===== src/sv/stclp_pkg.sv =====
// Shared types, constants and helper functions for the time-setting line parser.
package stclp_pkg;

  localparam logic [7:0] CHAR_CR    = 8'd13;
  localparam logic [7:0] CHAR_LF    = 8'd10;
  localparam logic [7:0] CHAR_NUL   = 8'd0;
  localparam logic [7:0] CHAR_PLUS  = 8'd43;
  localparam logic [7:0] CHAR_MINUS = 8'd45;
  localparam logic [7:0] CHAR_COMMA = 8'd44;

  localparam int unsigned NUM_VALUES = 6;

  localparam logic [4:0] PHASE_FIRST_NUM = 5'd8;
  localparam logic [4:0] PHASE_LAST_RUN  = 5'd19;
  localparam logic [4:0] PHASE_DONE      = 5'd20;

  localparam logic [2:0] LAST_VALUE     = 3'd5;
  localparam logic [7:0] YEAR_BASE_MOD  = 8'd208;
  localparam logic [7:0] WEEKDAY_FIXED  = 8'h01;

  typedef struct packed {
    logic       cmd_ok;
    logic [7:0] sec_bcd;
    logic [7:0] min_bcd;
    logic [7:0] hour_bcd;
    logic [7:0] weekday_bcd;
    logic [7:0] date_bcd;
    logic [7:0] month_bcd;
    logic [7:0] year_bcd;
  } res_t;

  function automatic logic [7:0] prefix_char(input logic [2:0] idx);
    logic [7:0] ch;
    unique case (idx)
      3'd0:    ch = 8'h53; // S
      3'd1:    ch = 8'h45; // E
      3'd2:    ch = 8'h54; // T
      3'd3:    ch = 8'h54; // T
      3'd4:    ch = 8'h49; // I
      3'd5:    ch = 8'h4D; // M
      3'd6:    ch = 8'h45; // E
      default: ch = CHAR_COMMA;
    endcase
    return ch;
  endfunction

  function automatic logic is_blank(input logic [7:0] c);
    return (c == 8'd32) || (c == 8'd9) || (c == 8'd11) || (c == 8'd12);
  endfunction

  function automatic logic is_digit(input logic [7:0] c);
    return (c >= 8'd48) && (c <= 8'd57);
  endfunction

  // Divide by ten through the reciprocal 205/2048, exact for all byte values.
  function automatic logic [7:0] to_bcd(input logic [7:0] v);
    logic [15:0] prod;
    logic [4:0]  tens;
    logic [7:0]  rem;
    prod = 16'(v) * 16'd205;
    tens = prod[15:11];
    rem  = v - 8'({tens, 3'b000} + {2'b00, tens, 1'b0});
    return {tens[3:0], rem[3:0]};
  endfunction

endpackage


===== src/sv/stclp_core.sv =====
// Line gathering and incremental command parse, one byte per transfer.
module stclp_core #(
  parameter int unsigned LINE_BUFFER_BYTES = 128
) (
  input  logic              clk,
  input  logic              rst,
  input  logic              accept,
  input  logic [7:0]        rx_byte,
  output logic              res_valid,
  output stclp_pkg::res_t   res
);
  import stclp_pkg::*;

  localparam int unsigned LEN_W = $clog2(LINE_BUFFER_BYTES);
  localparam logic [LEN_W-1:0] LEN_MAX = LEN_W'(LINE_BUFFER_BYTES - 1);

  logic [LEN_W-1:0] line_length, line_length_next;
  logic [4:0]       parse_phase, parse_phase_next;
  logic             parse_failed, parse_failed_next;
  logic             text_ended, text_ended_next;
  logic [7:0]       number_accumulator, number_accumulator_next;
  logic             number_negative, number_negative_next;
  logic             number_has_digit, number_has_digit_next;
  logic [7:0]       parsed_values [NUM_VALUES];

  logic       pv_we;
  logic [2:0] pv_idx;
  logic [7:0] pv_data;

  logic       term;
  logic       digit;
  logic [3:0] dval;
  logic [4:0] phase_rel;
  logic       go_on;
  logic [7:0] acc_src;
  logic       has_src;
  logic [7:0] signed_acc;
  logic       ok;
  logic [7:0] last_value;

  assign term       = (rx_byte == CHAR_CR) || (rx_byte == CHAR_LF);
  assign digit      = is_digit(rx_byte);
  assign dval       = rx_byte[3:0];
  assign phase_rel  = parse_phase - PHASE_FIRST_NUM;
  assign signed_acc = number_negative ? (8'd0 - number_accumulator) : number_accumulator;

  always_comb begin
    line_length_next        = line_length;
    parse_phase_next        = parse_phase;
    parse_failed_next       = parse_failed;
    text_ended_next         = text_ended;
    number_accumulator_next = number_accumulator;
    number_negative_next    = number_negative;
    number_has_digit_next   = number_has_digit;
    pv_we                   = 1'b0;
    pv_idx                  = phase_rel[3:1];
    pv_data                 = signed_acc;
    res_valid               = 1'b0;
    go_on                   = 1'b1;
    acc_src                 = number_accumulator;
    has_src                 = number_has_digit;

    if (accept) begin
      if (!term) begin
        if (line_length < LEN_MAX) begin
          line_length_next = line_length + 1'b1;
          if (!text_ended && !parse_failed) begin
            if (rx_byte == CHAR_NUL) begin
              text_ended_next = 1'b1;
            end else if (parse_phase < PHASE_FIRST_NUM) begin
              if (rx_byte == prefix_char(parse_phase[2:0])) begin
                parse_phase_next = parse_phase + 1'b1;
              end else begin
                parse_failed_next = 1'b1;
              end
            end else if (parse_phase < PHASE_DONE) begin
              // Even phase: start of a decimal, skip blanks and take a sign.
              if (!phase_rel[0]) begin
                if (is_blank(rx_byte)) begin
                  go_on = 1'b0;
                end else if (rx_byte != CHAR_PLUS && rx_byte != CHAR_MINUS && !digit) begin
                  parse_failed_next = 1'b1;
                  go_on = 1'b0;
                end else begin
                  acc_src                 = 8'd0;
                  has_src                 = 1'b0;
                  number_accumulator_next = 8'd0;
                  number_has_digit_next   = 1'b0;
                  number_negative_next    = (rx_byte == CHAR_MINUS);
                  parse_phase_next        = parse_phase + 1'b1;
                  go_on                   = digit;
                end
              end
              if (go_on) begin
                if (digit) begin
                  number_accumulator_next = {acc_src[4:0], 3'b000} + {acc_src[6:0], 1'b0}
                                            + {4'b0000, dval};
                  number_has_digit_next   = 1'b1;
                end else if (!has_src) begin
                  parse_failed_next = 1'b1;
                end else begin
                  pv_we = 1'b1;
                  if (phase_rel[3:1] == LAST_VALUE) begin
                    parse_phase_next = PHASE_DONE;
                  end else if (rx_byte == CHAR_COMMA) begin
                    parse_phase_next = parse_phase + 1'b1;
                  end else begin
                    parse_failed_next = 1'b1;
                  end
                end
              end
            end
          end
        end else begin
          // Overlong line: drop the byte and restart.
          line_length_next        = '0;
          parse_phase_next        = '0;
          parse_failed_next       = 1'b0;
          text_ended_next         = 1'b0;
          number_accumulator_next = 8'd0;
          number_negative_next    = 1'b0;
          number_has_digit_next   = 1'b0;
        end
      end else if (line_length != '0) begin
        res_valid               = 1'b1;
        line_length_next        = '0;
        parse_phase_next        = '0;
        parse_failed_next       = 1'b0;
        text_ended_next         = 1'b0;
        number_accumulator_next = 8'd0;
        number_negative_next    = 1'b0;
        number_has_digit_next   = 1'b0;
      end
    end
  end

  // Result fields from the state as it stands when the terminator arrives.
  always_comb begin
    ok = !parse_failed &&
         ((parse_phase == PHASE_DONE) ||
          ((parse_phase == PHASE_LAST_RUN) && number_has_digit));
    last_value = (parse_phase == PHASE_DONE) ? parsed_values[LAST_VALUE] : signed_acc;
    res = '0;
    if (ok) begin
      res.cmd_ok      = 1'b1;
      res.sec_bcd     = to_bcd(last_value);
      res.min_bcd     = to_bcd(parsed_values[4]);
      res.hour_bcd    = to_bcd(parsed_values[3]);
      res.weekday_bcd = WEEKDAY_FIXED;
      res.date_bcd    = to_bcd(parsed_values[2]);
      res.month_bcd   = to_bcd(parsed_values[1]);
      res.year_bcd    = to_bcd(parsed_values[0] - YEAR_BASE_MOD);
    end
  end

  always_ff @(posedge clk) begin
    if (rst) begin
      line_length        <= '0;
      parse_phase        <= '0;
      parse_failed       <= 1'b0;
      text_ended         <= 1'b0;
      number_accumulator <= 8'd0;
      number_negative    <= 1'b0;
      number_has_digit   <= 1'b0;
    end else begin
      line_length        <= line_length_next;
      parse_phase        <= parse_phase_next;
      parse_failed       <= parse_failed_next;
      text_ended         <= text_ended_next;
      number_accumulator <= number_accumulator_next;
      number_negative    <= number_negative_next;
      number_has_digit   <= number_has_digit_next;
    end
  end

  always_ff @(posedge clk) begin
    if (pv_we) begin
      parsed_values[pv_idx] <= pv_data;
    end
  end

endmodule


===== src/sv/stclp_obuf.sv =====
// Result register with one skid entry behind it.
module stclp_obuf (
  input  logic            clk,
  input  logic            rst,
  input  logic            push,
  input  stclp_pkg::res_t push_data,
  output logic            full,
  output logic            out_valid,
  input  logic            out_stall,
  output stclp_pkg::res_t out_data
);
  import stclp_pkg::*;

  logic skid_valid;
  res_t skid_data;
  logic pop;

  assign pop  = out_valid && !out_stall;
  assign full = skid_valid;

  always_ff @(posedge clk) begin
    if (rst) begin
      out_valid  <= 1'b0;
      skid_valid <= 1'b0;
    end else if (skid_valid) begin
      // Input is held off while the skid entry is occupied.
      if (pop) begin
        out_valid  <= 1'b1;
        skid_valid <= 1'b0;
      end
    end else if (push) begin
      if (!out_valid || pop) begin
        out_valid <= 1'b1;
      end else begin
        skid_valid <= 1'b1;
      end
    end else if (pop) begin
      out_valid <= 1'b0;
    end
  end

  always_ff @(posedge clk) begin
    if (skid_valid) begin
      if (pop) begin
        out_data <= skid_data;
      end
    end else if (push) begin
      if (!out_valid || pop) begin
        out_data <= push_data;
      end else begin
        skid_data <= push_data;
      end
    end
  end

endmodule


===== src/sv/settime_command_line_parser_top.sv =====
// Time-setting command line parser: received bytes in, one result per non-empty line out.
//
// Input channel: in_valid / in_stall carry rx_byte; a byte transfers on a rising
// edge with in_valid high and in_stall low. CR or LF ends the line.
// Output channel: out_valid / out_stall carry cmd_ok and seven BCD time bytes,
// one result per non-empty line; an empty line gives nothing.
// The result is registered on the edge that transfers the terminator when the result
// register is free, else it waits in the skid entry. Throughput: one byte per cycle
// while in_stall is low; each byte updates the parse state in one pass of shallow logic.
// When the receiver stalls, the result holds and one more result fits in a skid
// entry; in_stall rises only while that entry is occupied, so bytes keep flowing
// until a second finished line is waiting.
// Lines longer than LINE_BUFFER_BYTES-1 bytes restart empty on the next byte.
// Reset (rst, synchronous, active high) clears the line and empties both result
// entries; no clearing pass follows, the block takes bytes in the next cycle.
module settime_command_line_parser_top #(
  parameter int unsigned LINE_BUFFER_BYTES = 128
) (
  input  logic       clk,
  input  logic       rst,
  input  logic       in_valid,
  output logic       in_stall,
  input  logic [7:0] rx_byte,
  output logic       out_valid,
  input  logic       out_stall,
  output logic       cmd_ok,
  output logic [7:0] sec_bcd,
  output logic [7:0] min_bcd,
  output logic [7:0] hour_bcd,
  output logic [7:0] weekday_bcd,
  output logic [7:0] date_bcd,
  output logic [7:0] month_bcd,
  output logic [7:0] year_bcd
);
  import stclp_pkg::*;

  logic accept;
  logic res_valid;
  logic full;
  res_t res;
  res_t out_data;

  assign in_stall = full;
  assign accept   = in_valid && !in_stall;

  stclp_core #(
    .LINE_BUFFER_BYTES(LINE_BUFFER_BYTES)
  ) u_core (
    .clk       (clk),
    .rst       (rst),
    .accept    (accept),
    .rx_byte   (rx_byte),
    .res_valid (res_valid),
    .res       (res)
  );

  stclp_obuf u_obuf (
    .clk       (clk),
    .rst       (rst),
    .push      (res_valid),
    .push_data (res),
    .full      (full),
    .out_valid (out_valid),
    .out_stall (out_stall),
    .out_data  (out_data)
  );

  assign cmd_ok      = out_data.cmd_ok;
  assign sec_bcd     = out_data.sec_bcd;
  assign min_bcd     = out_data.min_bcd;
  assign hour_bcd    = out_data.hour_bcd;
  assign weekday_bcd = out_data.weekday_bcd;
  assign date_bcd    = out_data.date_bcd;
  assign month_bcd   = out_data.month_bcd;
  assign year_bcd    = out_data.year_bcd;

endmodule


===== config.mk =====
export PLATFORM = sky130hd
export DESIGN_NAME = settime_command_line_parser_top
export DESIGN_NICKNAME = d
export VERILOG_FILES = /design/src/sv/stclp_pkg.sv /design/src/sv/stclp_core.sv /design/src/sv/stclp_obuf.sv /design/src/sv/settime_command_line_parser_top.sv
export SDC_FILE = /design/constraint.sdc
export NUM_CORES = 1
export LEC_CHECK = 0
export ABC_AREA = 1
export BUFFER_PORTS_ARGS = -buffer_cell sky130_fd_sc_hd__buf_2
export CAP_MARGIN = 20
export CORE_MARGIN = 10
export CORE_UTILIZATION = 40
export CTS_BUF_LIST = sky130_fd_sc_hd__clkbuf_2
export CTS_CLUSTER_DIAMETER = 30
export DETAILED_ROUTE_END_ITERATION = 10
export PLACE_DENSITY = 0.61
export REMOVE_ABC_BUFFERS = 1
export SYNTH_ARGS = -nofsm -noshare
export SYNTH_HDL_FRONTEND = slang
export SYNTH_SLANG_ARGS = --single-unit

===== constraint.sdc =====
create_clock -name clk -period 10 [get_ports clk]
set_clock_uncertainty 0.15 [all_clocks]
set_input_delay 2 -clock clk [delete_from_list [all_inputs] [get_ports clk]]
set_output_delay 2 -clock clk [all_outputs]
set_load 0.1 [all_outputs]

==> run_results.csv <==
group,metric,value,unit
outcome,status,"complete, no violations",
synthesis,seq_area_frac_synth,33.1,%
layout,final_common_cell,"inv_1",
global_route,grt_max_degree,44,
placed_design,place_area,15700,µm²
pwr,p_per_area,75.7,nW/µm²
floorplanning,coreArea,36600,µm²
synthesis,synth.cell_area,14800,µm²
global_route,grt_pass1_wl,52100,µm
global_route,globalRouteTotalUtil,14.3,%
critical_path,crit_path_start,"u_core.number_accumulator[0]$_SDFFE_PP0P_",
route,drtIter0Drc,547,
route,drc,0,
sta,final-max-slew-violation-count,0,
cts,cts.repair.resized,0,
cts,root_buffer,"clkbuf_2",
critical_path,worstPathMaxFanout,9,
pwr,p_leak,8.43,nW
sta,fmax,159,MHz
cts,cts_tree,"yes",
synthesis,synth_edf_count,146,
layout,nets,2050,
critical_path,cpMaxStageDelayCell,"fa_1",
layout,final_util,43.5,%
layout,fillerInstances,3626,
critical_path,crit_top_cell,"inv_1",
sta,finalCritPeriodShare,63.1,%
layout,final_cell_mix,"inv_1, nand2_1, ha_1",
sta,fin_hold_ws,0.350,ns
critical_path,cp-end-kind,"register",
sta,fin_ws,3.69,ns
floorplanning,die_height,213,µm
sta,hold_violations,0,
route,ant_nets,0,
route,firstDrtPassIters,7,
floorplanning,dieArea,45200,µm²
placed_design,pre_cts_slack,3.76,ns
critical_path,endpoint,"u_obuf.out_data[50]$_DFFE_PP_",
route,viasPerCell,4.83,
cts,clk_pin_slew,0.33,ns
cts,post-cts-setup-buffer-count,0,
cts,hold_buffers,0,
critical_path,path_buf_inv,8,
cts,numCtsBuffers,17,
sta,fin_crit,6.31,ns
synthesis,ys_ff_latch,172,
critical_path,crit_cells,29,
floorplanning,start_util,40.5,%
floorplanning,die_x,213,µm
sta,tightest_slew,1.03,ns
placed_design,hpwl,24700,µm
critical_path,crit_family,"adder cells",
cts,cts_buffer_depth,2,
layout,drive_gt1_share,10.1,%
critical_path,r2r_slack,3.69,ns
critical_path,path_class,"reg -> reg",
synthesis,syn_area_per_cell,9.05,µm²
hold_path,hp-class,"reg -> reg",
synthesis,synth_cells,1637,
cts,clock-sinks,172,
flow_run,maxCapViolCount,0,
critical_path,startpoint_type,"register",
sta,setup_viol,0,
critical_path,r2r_cells,29,
critical_path,required,10.56,ns
layout,stdcell_area,15900,µm²
synthesis,yosys_warnings,0,
placed_design,portBuffers,63,
hold_path,whs_path_depth,2,
global_route,grt_pass1_vias,10600,
global_route,overflow,0,
global_route,grt_antenna_before_repair,1,
critical_path,rr_startpoint,"u_core.number_accumulator[0]$_SDFFE_PP0P_",
synthesis,synth-main-ff-cell,"edfxtp_1",
sta,slew-limit-headroom,31.1,%
placed_design,routabilityCongestion,0.873,
sta,rsz0062_at_grt,"false",
cts,htree_levels,4,
route,wire_per_inst,14.1,µm
synthesis,synth_cell_types,50,
cts,insertion_delay,0.84,ns
floorplanning,pin_count,71,
floorplanning,rows,70,
critical_path,critPathArrivalTime,6.87,ns
route,wl,30900,µm
route,vias,10600,
critical_path,cp_slowest_stage_delay,0.53,ns
layout,area_delta_synth_final,7.45,%
critical_path,rr_endpoint,"u_obuf.out_data[50]$_DFFE_PP_",
pwr,vdd_drop_max,0.0000720,V
sta,fin_setup_tns,0,ns
synthesis,async_reset_ff_share,0,%
area by class of cell:
| cell class | instances | area (µm²) | area share [%] |
|---|---|---|---|
| tap | 468 | 586 | 3.68 |
| clock inverter | 15 | 176 | 1.11 |
| clock buffer | 17 | 85.1 | 0.534 |
| multi-input combinational | 1081 | 8440 | 53.0 |
| timing repair buffer | 72 | 380 | 2.39 |
| antenna | 1 | 2.50 | 0.0157 |
| sequential | 172 | 4910 | 30.8 |
| inverter | 359 | 1350 | 8.48 |
per-stage QoR:
stage               power [mW]  instances
detailed placement       0.819       2152
global route              1.25       2185
finish                    1.20       2185
floorplan                0.810       1612
global placement         0.819       2150
CTS                       1.22       2184
state kept, by name, summed over array words and instances (netlist names), 5 cells and up:
| register | count |
|---|---|
| u_obuf.skid_data | 49 |
| u_core.parsed_values | 48 |
| u_core.line_length | 7 |
| u_core.parse_phase | 5 |
| u_core.number_accumulator | 8 |
| u_obuf.out_data | 49 |
how the worst min path moves through the flow:
stage | slack, ns | endpoint | startpoint
3_5_place_dp | 0.31 | u_core.text_ended$_SDFFE_PP0P_ | u_core.text_ended$_SDFFE_PP0P_
6_report | 0.35 | u_core.number_accumulator[1]$_SDFFE_PP0P_ | u_core.number_accumulator[1]$_SDFFE_PP0P_
2_1_floorplan | 0.29 | u_core.text_ended$_SDFFE_PP0P_ | u_core.text_ended$_SDFFE_PP0P_
4_1_cts | 0.35 | u_core.number_accumulator[1]$_SDFFE_PP0P_ | u_core.number_accumulator[1]$_SDFFE_PP0P_
5_1_grt | 0.38 | u_core.number_accumulator[1]$_SDFFE_PP0P_ | u_core.number_accumulator[1]$_SDFFE_PP0P_
3_3_place_gp | 0.30 | u_core.text_ended$_SDFFE_PP0P_ | u_core.text_ended$_SDFFE_PP0P_
per-layer routing:
layer	GRT usage (%)	wire length (µm)
met3	2.36	1100
met4	4.19	559
met5	0	0
met1	18.0	14300
met2	24.7	14900
where the power goes:
part	internal, mW	total, mW	switching [mW]
registers	0.768	0.769	0.00124
clock network	0.0905	0.400	0.310
logic	0.00763	0.0352	0.0276
cell usage after synthesis, drive strengths merged (5+ instances only):
library cell,count,area share (%)
xnor2,27,1.6
nor3,21,0.92
clkbuf,14,0.35
nand4,21,0.89
nand2,316,8.2
dfxtp,26,3.5
nand3,33,1.1
inv,358,9.1
o211ai,5,0.32
or2,22,0.93
a21oi,76,2.6
a21o,7,0.35
fa,68,9.2
buf,17,0.78
o21ai,64,2.2
nand3b,6,0.30
xor2,29,1.8
edfxtp,146,30
ha,267,23
nor2,89,2.4
kinds of logic (layout without fill, tap and decap cells):
group                    Yosys count  in the layout  share of synthesized area [%]
AO/OA/AOI/OAI                    164            164                           6.17
XOR/XNOR                          56             56                           3.36
adder cells (fa/ha/maj)          335            335                           31.7
buffers and inverters            390            463                           10.2
flip-flops                       172            172                           33.1
other                              1              8                         0.0253
AND/OR/NAND/NOR                  519            519                           15.4
tightest hold or removal path, stage by stage (launching register included):
cell	delay, ns
dfxtp_1	0.40
nand2_1	0.06
a21oi_1	0.05
Note: power is estimated with default switching activity, not from simulation.
